**src/sv/ohlc_pkg.sv**
```systemverilog
package ohlc_pkg;

    localparam int PERIOD_WIDTH = 17;
    localparam int COUNT_WIDTH  = 32;

    localparam logic [PERIOD_WIDTH-1:0] PERIOD_RESET = 17'd60;
    localparam logic [COUNT_WIDTH-1:0]  COUNT_MAX    = 32'hFFFF_FFFF;

    typedef enum logic [0:0] {
        CFG_PERIOD  = 1'b0,
        CFG_SESSION = 1'b1
    } cfg_idx_t;

    typedef enum logic [0:0] {
        KIND_BAR  = 1'b0,
        KIND_FILL = 1'b1
    } kind_t;

    typedef enum logic [2:0] {
        ST_IDLE,
        ST_CHECK,
        ST_DIV1,
        ST_CALC,
        ST_DIV2,
        ST_EMIT_BAR,
        ST_EMIT_FILL,
        ST_OPEN
    } state_t;

    typedef struct packed {
        logic accept;       // latch incoming tick
        logic update;       // fold tick into current bar
        logic div_start;
        logic div_sel;      // 0: time since session start, 1: gap to new period
        logic latch_new;    // new period start from remainder
        logic zero_count;
        logic latch_count;
        logic load_bar;
        logic load_fill;
        logic open;
    } cmd_t;

    typedef struct packed {
        logic early;
        logic no_bar;
        logic stale;
        logic in_period;
        logic div_done;
        logic need_fill;
        logic count_zero;
        logic out_free;
    } status_t;

endpackage

```
**src/sv/ohlc_bar_aggregator_unit.sv**
```systemverilog
// OHLC bar aggregator.
// Input channel (s_valid/s_ready): one trade tick per transfer, time in whole
// seconds and price in units of 0.0001. Output channel (m_valid/m_ready): bar
// results; kind 0 is a finished bar, kind 1 a run of flat filler bars at the
// last close with its saturating repeat count. m_last marks the final result
// of a tick. Ticks that only update the bar, or are dropped, give no result.
// Config port (cfg_wr_en/cfg_index/cfg_wdata): index 0 period in seconds,
// index 1 session start; write only while the block is idle.
// Timing: a tick is held for one serial divide when it opens a bar, two
// divides when it crosses a period boundary with skipped periods. Dropped
// and in-period ticks need no divide; a boundary tick also waits out any
// output stall. The divider yields one quotient bit per cycle.
// Results go out through a single output register, so the next tick is taken
// while the last result waits for m_ready; a second result waits for the
// register to free up. Reset restores period 60, session start 0, and clears
// the open bar and the output register.
module ohlc_bar_aggregator_unit #(
    parameter int TIME_WIDTH  = 34,
    parameter int PRICE_WIDTH = 40
) (
    input  logic                                aclk,
    input  logic                                aresetn,
    input  logic                                cfg_wr_en,
    input  logic [0:0]                          cfg_index,
    input  logic [TIME_WIDTH-1:0]               cfg_wdata,
    input  logic                                s_valid,
    output logic                                s_ready,
    input  logic [TIME_WIDTH-1:0]               s_tick_time,
    input  logic [PRICE_WIDTH-1:0]              s_tick_price,
    output logic                                m_valid,
    input  logic                                m_ready,
    output logic                                m_kind,
    output logic [PRICE_WIDTH-1:0]              m_open_price,
    output logic [PRICE_WIDTH-1:0]              m_high_price,
    output logic [PRICE_WIDTH-1:0]              m_low_price,
    output logic [PRICE_WIDTH-1:0]              m_close_price,
    output logic [TIME_WIDTH-1:0]               m_bar_start_time,
    output logic [ohlc_pkg::COUNT_WIDTH-1:0]    m_repeat_count,
    output logic                                m_last
);
    import ohlc_pkg::*;

    cmd_t    cmd;
    status_t status;

    ohlc_ctrl u_ctrl (
        .aclk    (aclk),
        .aresetn (aresetn),
        .s_valid (s_valid),
        .s_ready (s_ready),
        .status  (status),
        .cmd     (cmd)
    );

    ohlc_dp #(
        .TIME_WIDTH  (TIME_WIDTH),
        .PRICE_WIDTH (PRICE_WIDTH)
    ) u_dp (
        .aclk             (aclk),
        .aresetn          (aresetn),
        .cfg_wr_en        (cfg_wr_en),
        .cfg_index        (cfg_idx_t'(cfg_index)),
        .cfg_wdata        (cfg_wdata),
        .s_tick_time      (s_tick_time),
        .s_tick_price     (s_tick_price),
        .cmd              (cmd),
        .status           (status),
        .m_valid          (m_valid),
        .m_ready          (m_ready),
        .m_kind           (m_kind),
        .m_open_price     (m_open_price),
        .m_high_price     (m_high_price),
        .m_low_price      (m_low_price),
        .m_close_price    (m_close_price),
        .m_bar_start_time (m_bar_start_time),
        .m_repeat_count   (m_repeat_count),
        .m_last           (m_last)
    );

endmodule

```
**src/sv/ohlc_div.sv**
```systemverilog
module ohlc_div #(
    parameter int TIME_WIDTH = 34
) (
    input  logic                                aclk,
    input  logic                                aresetn,
    input  logic                                start,
    input  logic [TIME_WIDTH-1:0]               dividend,
    input  logic [ohlc_pkg::PERIOD_WIDTH-1:0]   divisor,
    output logic                                done,
    output logic [TIME_WIDTH-1:0]               quotient,
    output logic [ohlc_pkg::PERIOD_WIDTH-1:0]   remainder
);
    import ohlc_pkg::*;

    localparam int CNT_W = $clog2(TIME_WIDTH);
    localparam logic [CNT_W-1:0] CNT_LAST = CNT_W'(TIME_WIDTH - 1);

    logic                    busy_reg;
    logic                    done_reg;
    logic [CNT_W-1:0]        cnt_reg;
    logic [TIME_WIDTH-1:0]   quo_reg;
    logic [PERIOD_WIDTH-1:0] rem_reg;
    logic [PERIOD_WIDTH-1:0] dvs_reg;

    logic [PERIOD_WIDTH:0]   trial;
    logic [PERIOD_WIDTH:0]   diff;
    logic                    fits;

    // restoring step: one quotient bit per cycle, MSB first
    assign trial = {rem_reg, quo_reg[TIME_WIDTH-1]};
    assign diff  = trial - {1'b0, dvs_reg};
    assign fits  = trial >= {1'b0, dvs_reg};

    always_ff @(posedge aclk) begin
        if (!aresetn) begin
            busy_reg <= 1'b0;
            done_reg <= 1'b0;
            cnt_reg  <= '0;
        end else begin
            done_reg <= 1'b0;
            if (start) begin
                busy_reg <= 1'b1;
                cnt_reg  <= '0;
            end else if (busy_reg) begin
                cnt_reg <= cnt_reg + 1'b1;
                if (cnt_reg == CNT_LAST) begin
                    busy_reg <= 1'b0;
                    done_reg <= 1'b1;
                end
            end
        end
    end

    always_ff @(posedge aclk) begin
        if (start) begin
            quo_reg <= dividend;
            rem_reg <= '0;
            dvs_reg <= divisor;
        end else if (busy_reg) begin
            quo_reg <= {quo_reg[TIME_WIDTH-2:0], fits};
            rem_reg <= fits ? diff[PERIOD_WIDTH-1:0] : trial[PERIOD_WIDTH-1:0];
        end
    end

    assign done      = done_reg;
    assign quotient  = quo_reg;
    assign remainder = rem_reg;

endmodule

```
**src/sv/ohlc_dp.sv**
```systemverilog
module ohlc_dp #(
    parameter int TIME_WIDTH  = 34,
    parameter int PRICE_WIDTH = 40
) (
    input  logic                                aclk,
    input  logic                                aresetn,
    input  logic                                cfg_wr_en,
    input  ohlc_pkg::cfg_idx_t                  cfg_index,
    input  logic [TIME_WIDTH-1:0]               cfg_wdata,
    input  logic [TIME_WIDTH-1:0]               s_tick_time,
    input  logic [PRICE_WIDTH-1:0]              s_tick_price,
    input  ohlc_pkg::cmd_t                      cmd,
    output ohlc_pkg::status_t                   status,
    output logic                                m_valid,
    input  logic                                m_ready,
    output logic                                m_kind,
    output logic [PRICE_WIDTH-1:0]              m_open_price,
    output logic [PRICE_WIDTH-1:0]              m_high_price,
    output logic [PRICE_WIDTH-1:0]              m_low_price,
    output logic [PRICE_WIDTH-1:0]              m_close_price,
    output logic [TIME_WIDTH-1:0]               m_bar_start_time,
    output logic [ohlc_pkg::COUNT_WIDTH-1:0]    m_repeat_count,
    output logic                                m_last
);
    import ohlc_pkg::*;

    logic [PERIOD_WIDTH-1:0] period_reg;
    logic [TIME_WIDTH-1:0]   session_reg;

    logic [TIME_WIDTH-1:0]   time_reg;
    logic [PRICE_WIDTH-1:0]  price_reg;

    logic [PRICE_WIDTH-1:0]  open_reg;
    logic [PRICE_WIDTH-1:0]  high_reg;
    logic [PRICE_WIDTH-1:0]  low_reg;
    logic [PRICE_WIDTH-1:0]  close_reg;
    logic [TIME_WIDTH-1:0]   cur_start_reg;
    logic                    bar_flag_reg;

    logic [TIME_WIDTH-1:0]   new_start_reg;
    logic [COUNT_WIDTH-1:0]  count_reg;

    logic                    out_valid_reg;
    kind_t                   out_kind_reg;
    logic [PRICE_WIDTH-1:0]  out_open_reg;
    logic [PRICE_WIDTH-1:0]  out_high_reg;
    logic [PRICE_WIDTH-1:0]  out_low_reg;
    logic [PRICE_WIDTH-1:0]  out_close_reg;
    logic [TIME_WIDTH-1:0]   out_start_reg;
    logic [COUNT_WIDTH-1:0]  out_count_reg;
    logic                    out_last_reg;

    logic [PERIOD_WIDTH-1:0] per_eff;
    logic [TIME_WIDTH-1:0]   per_t;
    logic [TIME_WIDTH-1:0]   fill_start;
    logic [TIME_WIDTH-1:0]   div_dividend;
    logic                    div_done;
    logic [TIME_WIDTH-1:0]   div_quo;
    logic [PERIOD_WIDTH-1:0] div_rem;
    logic [COUNT_WIDTH-1:0]  count_sat;

    // zero period acts as one second
    assign per_eff    = (period_reg == '0) ? PERIOD_WIDTH'(1) : period_reg;
    assign per_t      = TIME_WIDTH'(per_eff);
    assign fill_start = cur_start_reg + per_t;

    assign div_dividend = cmd.div_sel ? (new_start_reg - fill_start)
                                      : (time_reg - session_reg);

    assign count_sat = (div_quo > TIME_WIDTH'(COUNT_MAX)) ? COUNT_MAX
                                                          : div_quo[COUNT_WIDTH-1:0];

    ohlc_div #(
        .TIME_WIDTH(TIME_WIDTH)
    ) u_div (
        .aclk      (aclk),
        .aresetn   (aresetn),
        .start     (cmd.div_start),
        .dividend  (div_dividend),
        .divisor   (per_eff),
        .done      (div_done),
        .quotient  (div_quo),
        .remainder (div_rem)
    );

    always_comb begin
        status.early      = time_reg < session_reg;
        status.no_bar     = !bar_flag_reg;
        status.stale      = time_reg < cur_start_reg;
        status.in_period  = (time_reg - cur_start_reg) < per_t;
        status.div_done   = div_done;
        status.need_fill  = new_start_reg > fill_start;
        status.count_zero = count_reg == '0;
        status.out_free   = !out_valid_reg || m_ready;
    end

    always_ff @(posedge aclk) begin
        if (!aresetn) begin
            period_reg  <= PERIOD_RESET;
            session_reg <= '0;
        end else if (cfg_wr_en) begin
            unique case (cfg_index)
                CFG_PERIOD:  period_reg  <= cfg_wdata[PERIOD_WIDTH-1:0];
                CFG_SESSION: session_reg <= cfg_wdata;
                default: ;
            endcase
        end
    end

    always_ff @(posedge aclk) begin
        if (!aresetn) begin
            bar_flag_reg  <= 1'b0;
            out_valid_reg <= 1'b0;
        end else begin
            if (cmd.open) begin
                bar_flag_reg <= 1'b1;
            end
            if (cmd.load_bar || cmd.load_fill) begin
                out_valid_reg <= 1'b1;
            end else if (m_ready) begin
                out_valid_reg <= 1'b0;
            end
        end
    end

    always_ff @(posedge aclk) begin
        if (cmd.accept) begin
            time_reg  <= s_tick_time;
            price_reg <= s_tick_price;
        end
        if (cmd.update) begin
            if (price_reg > high_reg) begin
                high_reg <= price_reg;
            end
            if (price_reg < low_reg) begin
                low_reg <= price_reg;
            end
            close_reg <= price_reg;
        end
        if (cmd.open) begin
            open_reg      <= price_reg;
            high_reg      <= price_reg;
            low_reg       <= price_reg;
            close_reg     <= price_reg;
            cur_start_reg <= new_start_reg;
        end
        // aligned start is the tick time less its offset into the period
        if (cmd.latch_new) begin
            new_start_reg <= time_reg - TIME_WIDTH'(div_rem);
        end
        if (cmd.zero_count) begin
            count_reg <= '0;
        end else if (cmd.latch_count) begin
            count_reg <= count_sat;
        end
        if (cmd.load_bar) begin
            out_kind_reg  <= KIND_BAR;
            out_open_reg  <= open_reg;
            out_high_reg  <= high_reg;
            out_low_reg   <= low_reg;
            out_close_reg <= close_reg;
            out_start_reg <= cur_start_reg;
            out_count_reg <= COUNT_WIDTH'(1);
            out_last_reg  <= count_reg == '0;
        end else if (cmd.load_fill) begin
            out_kind_reg  <= KIND_FILL;
            out_open_reg  <= close_reg;
            out_high_reg  <= close_reg;
            out_low_reg   <= close_reg;
            out_close_reg <= close_reg;
            out_start_reg <= fill_start;
            out_count_reg <= count_reg;
            out_last_reg  <= 1'b1;
        end
    end

    assign m_valid          = out_valid_reg;
    assign m_kind           = out_kind_reg;
    assign m_open_price     = out_open_reg;
    assign m_high_price     = out_high_reg;
    assign m_low_price      = out_low_reg;
    assign m_close_price    = out_close_reg;
    assign m_bar_start_time = out_start_reg;
    assign m_repeat_count   = out_count_reg;
    assign m_last           = out_last_reg;

endmodule

```
**src/sv/ohlc_ctrl.sv**
```systemverilog
module ohlc_ctrl (
    input  logic                 aclk,
    input  logic                 aresetn,
    input  logic                 s_valid,
    output logic                 s_ready,
    input  ohlc_pkg::status_t    status,
    output ohlc_pkg::cmd_t       cmd
);
    import ohlc_pkg::*;

    state_t state_reg;
    state_t state_next;

    always_ff @(posedge aclk) begin
        if (!aresetn) begin
            state_reg <= ST_IDLE;
        end else begin
            state_reg <= state_next;
        end
    end

    always_comb begin
        state_next = state_reg;
        unique case (state_reg)
            ST_IDLE: begin
                if (s_valid) begin
                    state_next = ST_CHECK;
                end
            end
            ST_CHECK: begin
                if (status.early) begin
                    state_next = ST_IDLE;
                end else if (status.no_bar) begin
                    state_next = ST_DIV1;
                end else if (status.stale || status.in_period) begin
                    state_next = ST_IDLE;
                end else begin
                    state_next = ST_DIV1;
                end
            end
            ST_DIV1: begin
                if (status.div_done) begin
                    state_next = status.no_bar ? ST_OPEN : ST_CALC;
                end
            end
            ST_CALC: begin
                state_next = status.need_fill ? ST_DIV2 : ST_EMIT_BAR;
            end
            ST_DIV2: begin
                if (status.div_done) begin
                    state_next = ST_EMIT_BAR;
                end
            end
            ST_EMIT_BAR: begin
                if (status.out_free) begin
                    state_next = status.count_zero ? ST_OPEN : ST_EMIT_FILL;
                end
            end
            ST_EMIT_FILL: begin
                if (status.out_free) begin
                    state_next = ST_OPEN;
                end
            end
            ST_OPEN: begin
                state_next = ST_IDLE;
            end
            default: state_next = ST_IDLE;
        endcase
    end

    always_comb begin
        cmd     = '0;
        s_ready = 1'b0;
        unique case (state_reg)
            ST_IDLE: begin
                s_ready    = 1'b1;
                cmd.accept = s_valid;
            end
            ST_CHECK: begin
                if (!status.early) begin
                    if (status.no_bar) begin
                        cmd.div_start = 1'b1;
                    end else if (!status.stale) begin
                        cmd.update    = status.in_period;
                        cmd.div_start = !status.in_period;
                    end
                end
            end
            ST_DIV1: begin
                cmd.latch_new = status.div_done;
            end
            ST_CALC: begin
                cmd.div_sel    = 1'b1;
                cmd.div_start  = status.need_fill;
                cmd.zero_count = !status.need_fill;
            end
            ST_DIV2: begin
                cmd.latch_count = status.div_done;
            end
            ST_EMIT_BAR: begin
                cmd.load_bar = status.out_free;
            end
            ST_EMIT_FILL: begin
                cmd.load_fill = status.out_free;
            end
            ST_OPEN: begin
                cmd.open = 1'b1;
            end
            default: ;
        endcase
    end

endmodule

```
**config.mk**
```make
export PLATFORM = sky130hd
export DESIGN_NAME = ohlc_bar_aggregator_unit
export DESIGN_NICKNAME = d
export VERILOG_FILES = /design/src/sv/ohlc_pkg.sv /design/src/sv/ohlc_bar_aggregator_unit.sv /design/src/sv/ohlc_div.sv /design/src/sv/ohlc_dp.sv /design/src/sv/ohlc_ctrl.sv
export SDC_FILE = /design/constraint.sdc
export NUM_CORES = 1
export LEC_CHECK = 0
export ABC_AREA = 1
export CORE_MARGIN = 2
export CORE_UTILIZATION = 30
export CTS_CLUSTER_DIAMETER = 100
export DETAILED_ROUTE_END_ITERATION = 6
export DONT_BUFFER_PORTS = 1
export PLACE_DENSITY_LB_ADDON = 0.1
export SLEW_MARGIN = 30
export SYNTH_ARGS = -nofsm -noshare
export SYNTH_HDL_FRONTEND = slang
export SYNTH_SLANG_ARGS = --single-unit
```
**constraint.sdc**
```tcl
create_clock -name aclk -period 25.7 [get_ports aclk]
set_clock_uncertainty 0.15 [all_clocks]
set_input_delay 2.57 -clock aclk [delete_from_list [all_inputs] [get_ports aclk]]
set_output_delay 2.57 -clock aclk [all_outputs]
set_load 0.01 [all_outputs]
```
==> flow_metrics.py <==
metrics = {
    "route": {
        "post_drt_via_cell_ratio": 4.81,
        "routedWlPerCell_um": 22.2,
        "routed_wirelength_mm": 123,
        "drtAntennaViolNets": 0,
        "drtIter0Drc": 1810,
        "num_vias": 26600,
        "drc": 0,
        "dr.pass1.iters": 5,
    },
    "clocking": {
        "post_cts_resized": 0,
        "cts_made_buffers": 83,
        "clockBufferDepth": 3,
        "htree_num_levels": 3,
        "cts.sinks": 694,
        "cts_hold_buf": 0,
        "postCtsSetupBuffers": 0,
        "clk_pin_slew_ns": 0.06,
        "worstSkewPairLatency_ns": 0.68,
        "cts_tree": "yes",
        "root_buffer": "clkbuf_16",
    },
    "logic_synthesis": {
        "synth_top_flop_cell": "edfxtp_1",
        "syn_nets": 4218,
        "synth_edf_count": 548,
        "synth_cells": 3849,
        "yosys_warnings": 0,
        "avgSynthCellArea_um2": 9.33,
        "muxShareOfSynthArea_pct": 0.0279,
        "ys_ff_latch": 694,
        "yosysSeqAreaShare_pct": 54.0,
        "synth_top_family_by_area": "simple AND/OR/NAND/NOR gates",
        "synth_xor_area_share_pct": 2.54,
        "synth_common_cells": "786 x nand2_1, 548 x edfxtp_1, 489 x inv_1",
        "synth_area_leader_cell": "edfxtp_1",
        "synthSimpleGateAreaFrac_pct": 15.8,
        "async_reset_ff_share_pct": 0,
        "synthAdderAreaFrac_pct": 9.01,
        "ys_types": 56,
        "yosys.area.top_type_share_pct": 45.8,
        "synth_compound_area_share_pct": 12.3,
        "synth.most_common_cell": "nand2_1",
        "synth.area.top_cells": "edfxtp_1 46%, ha_1 8.7%, nand2_1 8.2%",
        "netlist_area_mm2": 0.0359,
    },
    "sta": {
        "finalHoldViolations": 0,
        "maxSlewHeadroom_pct": 36.9,
        "setup_viol": 0,
        "min_period_ns": 6.79,
        "fin_setup_tns_ns": 0,
        "fmax_mhz": 147,
        "fin_crit_sh_pct": 26.4,
        "worstMarginPinSlew_ns": 0.947,
        "rsz0062_at_grt": "no",
        "whs_ns": 0.280,
        "slew_viol_final": 0,
    },
    "global_route": {
        "first_global_vias": 26500,
        "grt_max_degree": 79,
        "grt_pass1_wl_mm": 180,
        "grt-ovfl-total": 0,
        "antenna_found_initial": 8,
        "grt_use_total_pct": 19.9,
    },
    "finish": {
        "drive_above_1_share_pct": 4.79,
        "final_cells": 5529,
        "syn_to_final_growth_pct": 13.2,
        "fill_cells": 12300,
        "nNetsFinal": 4228,
    },
    "power": {
        "p_leak_nw": 16.4,
        "ir_worst_vdd_v": 0.0000661,
        "finalPower_mw": 3.97,
        "powerDensity_mw_per_mm2": 97.6,
    },
    "floorplanning": {
        "die_h_um": 350,
        "initial_core_util_pct": 30.3,
        "ios": 344,
        "die_w_um": 350,
        "die-area_mm2": 0.122,
        "coreArea_mm2": 0.118,
        "rows": 126,
    },
    "hold_path": {
        "min_from": "u_dp.close_reg[3]",
        "hold_class": "register to register",
    },
    "worst_setup_path": {
        "cp.arrival_ns": 7.01,
        "crit_buf_inv": 2,
        "path_depth": 30,
        "cp.required_ns": 25.93,
        "crit_family": "compound AO/OA/AOI/OAI gates",
        "worstSetupPathType": "register to register",
        "cp-startpoint": "u_dp.period_reg[5]",
        "cp-start-kind": "register",
        "r2r-end": "u_dp.u_div.quotient[3]",
        "worstReg2RegStart": "u_dp.period_reg[5]",
        "r2r_setup_slack_ns": 18.92,
        "cpMostUsedCell": "nand2_1",
        "slowest_delay_ns": 0.75,
        "worstSetupEndpointType": "register",
        "crit_fanout": 77,
        "crit_end": "u_dp.u_div.quotient[3]",
        "crit_path_top_delay_cell": "buf_4",
        "worst_r2r_path_depth": 30,
    },
    "run": {
        "maxCapViolations": 0,
    },
    "place": {
        "hpwl_mm": 95.1,
        "placed_cells": 5373,
        "numPortBuffers": 0,
        "place.gp.congestion": 0.908,
    },
    "outcome": {
        "outcome": "complete, no violations",
    },
}
## area by class of cell
| cell class | instances | area (um2) | share of cell area, % |
|---|---|---|---|
| diodes | 1 | 2.50 | 0.00616 |
| clock buffers | 118 | 2360 | 5.82 |
| clock inverters | 36 | 478 | 1.18 |
| inverters | 492 | 1850 | 4.55 |
| multi-input cells | 2561 | 14300 | 35.3 |
| flip-flops and latches | 694 | 19400 | 47.7 |
| well taps | 1600 | 2000 | 4.93 |
| repair buffers | 27 | 223 | 0.548 |
## power by group
group / switching (mW) / internal [mW]
Sequential: 0.182 / 1.45
Combinational: 0.774 / 0.341
Clock: 0.498 / 0.718
## metal layers
| layer | routed length (um) | up-vias | GRT usage, % | part of all wire [%] |
|---|---|---|---|---|
| li1 | - | 13200 | - | - |
| met1 | 53800 | 12700 | 25.3 | 44 |
| met2 | 60700 | 610 | 34.9 | 49 |
| met3 | 6040 | 140 | 3.57 | 4.9 |
| met4 | 2380 | 4 | 4.35 | 1.9 |
| met5 | 21 | - | 0 | 0.017 |
## metrics by stage
step,utilization (%),instance area (um2),setup slack (ns)
floorplan,-,35900,15.29
global placement,31.9,37800,18.69
detailed placement,31.9,37800,18.64
CTS,34.3,40600,18.94
global route,34.3,40600,18.26
finish,34.3,40600,18.92
## kinds of logic after synthesis
logic type | after synthesis
adder cells (fa/ha/maj) | 255
buffers and inverters | 594
XOR/XNOR | 104
AND/OR/NAND/NOR | 1374
flip-flops | 694
multiplexers | 1
AO/OA/AOI/OAI | 827
## placed cells by master (no fill, tap or decap), types with 10 or more instances in the layout
cell type	count
nand2_1	783
edfxtp_1	548
inv_1	487
a21oi_1	353
o21ai_0	334
nor2_1	323
ha_1	249
dfxtp_1	146
nand3_1	92
clkbuf_16	87
xor2_1	77
nor3_1	53
nand4_1	49
xnor2_1	27
buf_4	26
a31oi_1	24
clkbuf_1	24
o21ai_1	21
o211ai_1	20
nor4_1	19
clkinv_1	14
o21bai_1	13
or2_2	13
a21boi_0	11
a21o_1	10
## worst min-delay path by stage
stage / to / slack (ns) / cells after the start
floorplan: u_dp.cur_start_reg[0] / 0.28 / 0
global placement: u_dp.m_close_price[20] / 0.28 / 0
detailed placement: u_dp.m_close_price[22] / 0.28 / 0
CTS: u_dp.m_close_price[3] / 0.29 / 0
global route: u_dp.m_close_price[39] / 0.31 / 0
finish: u_dp.m_close_price[3] / 0.28 / 0
Note: power is estimated with default switching activity, not from simulation.
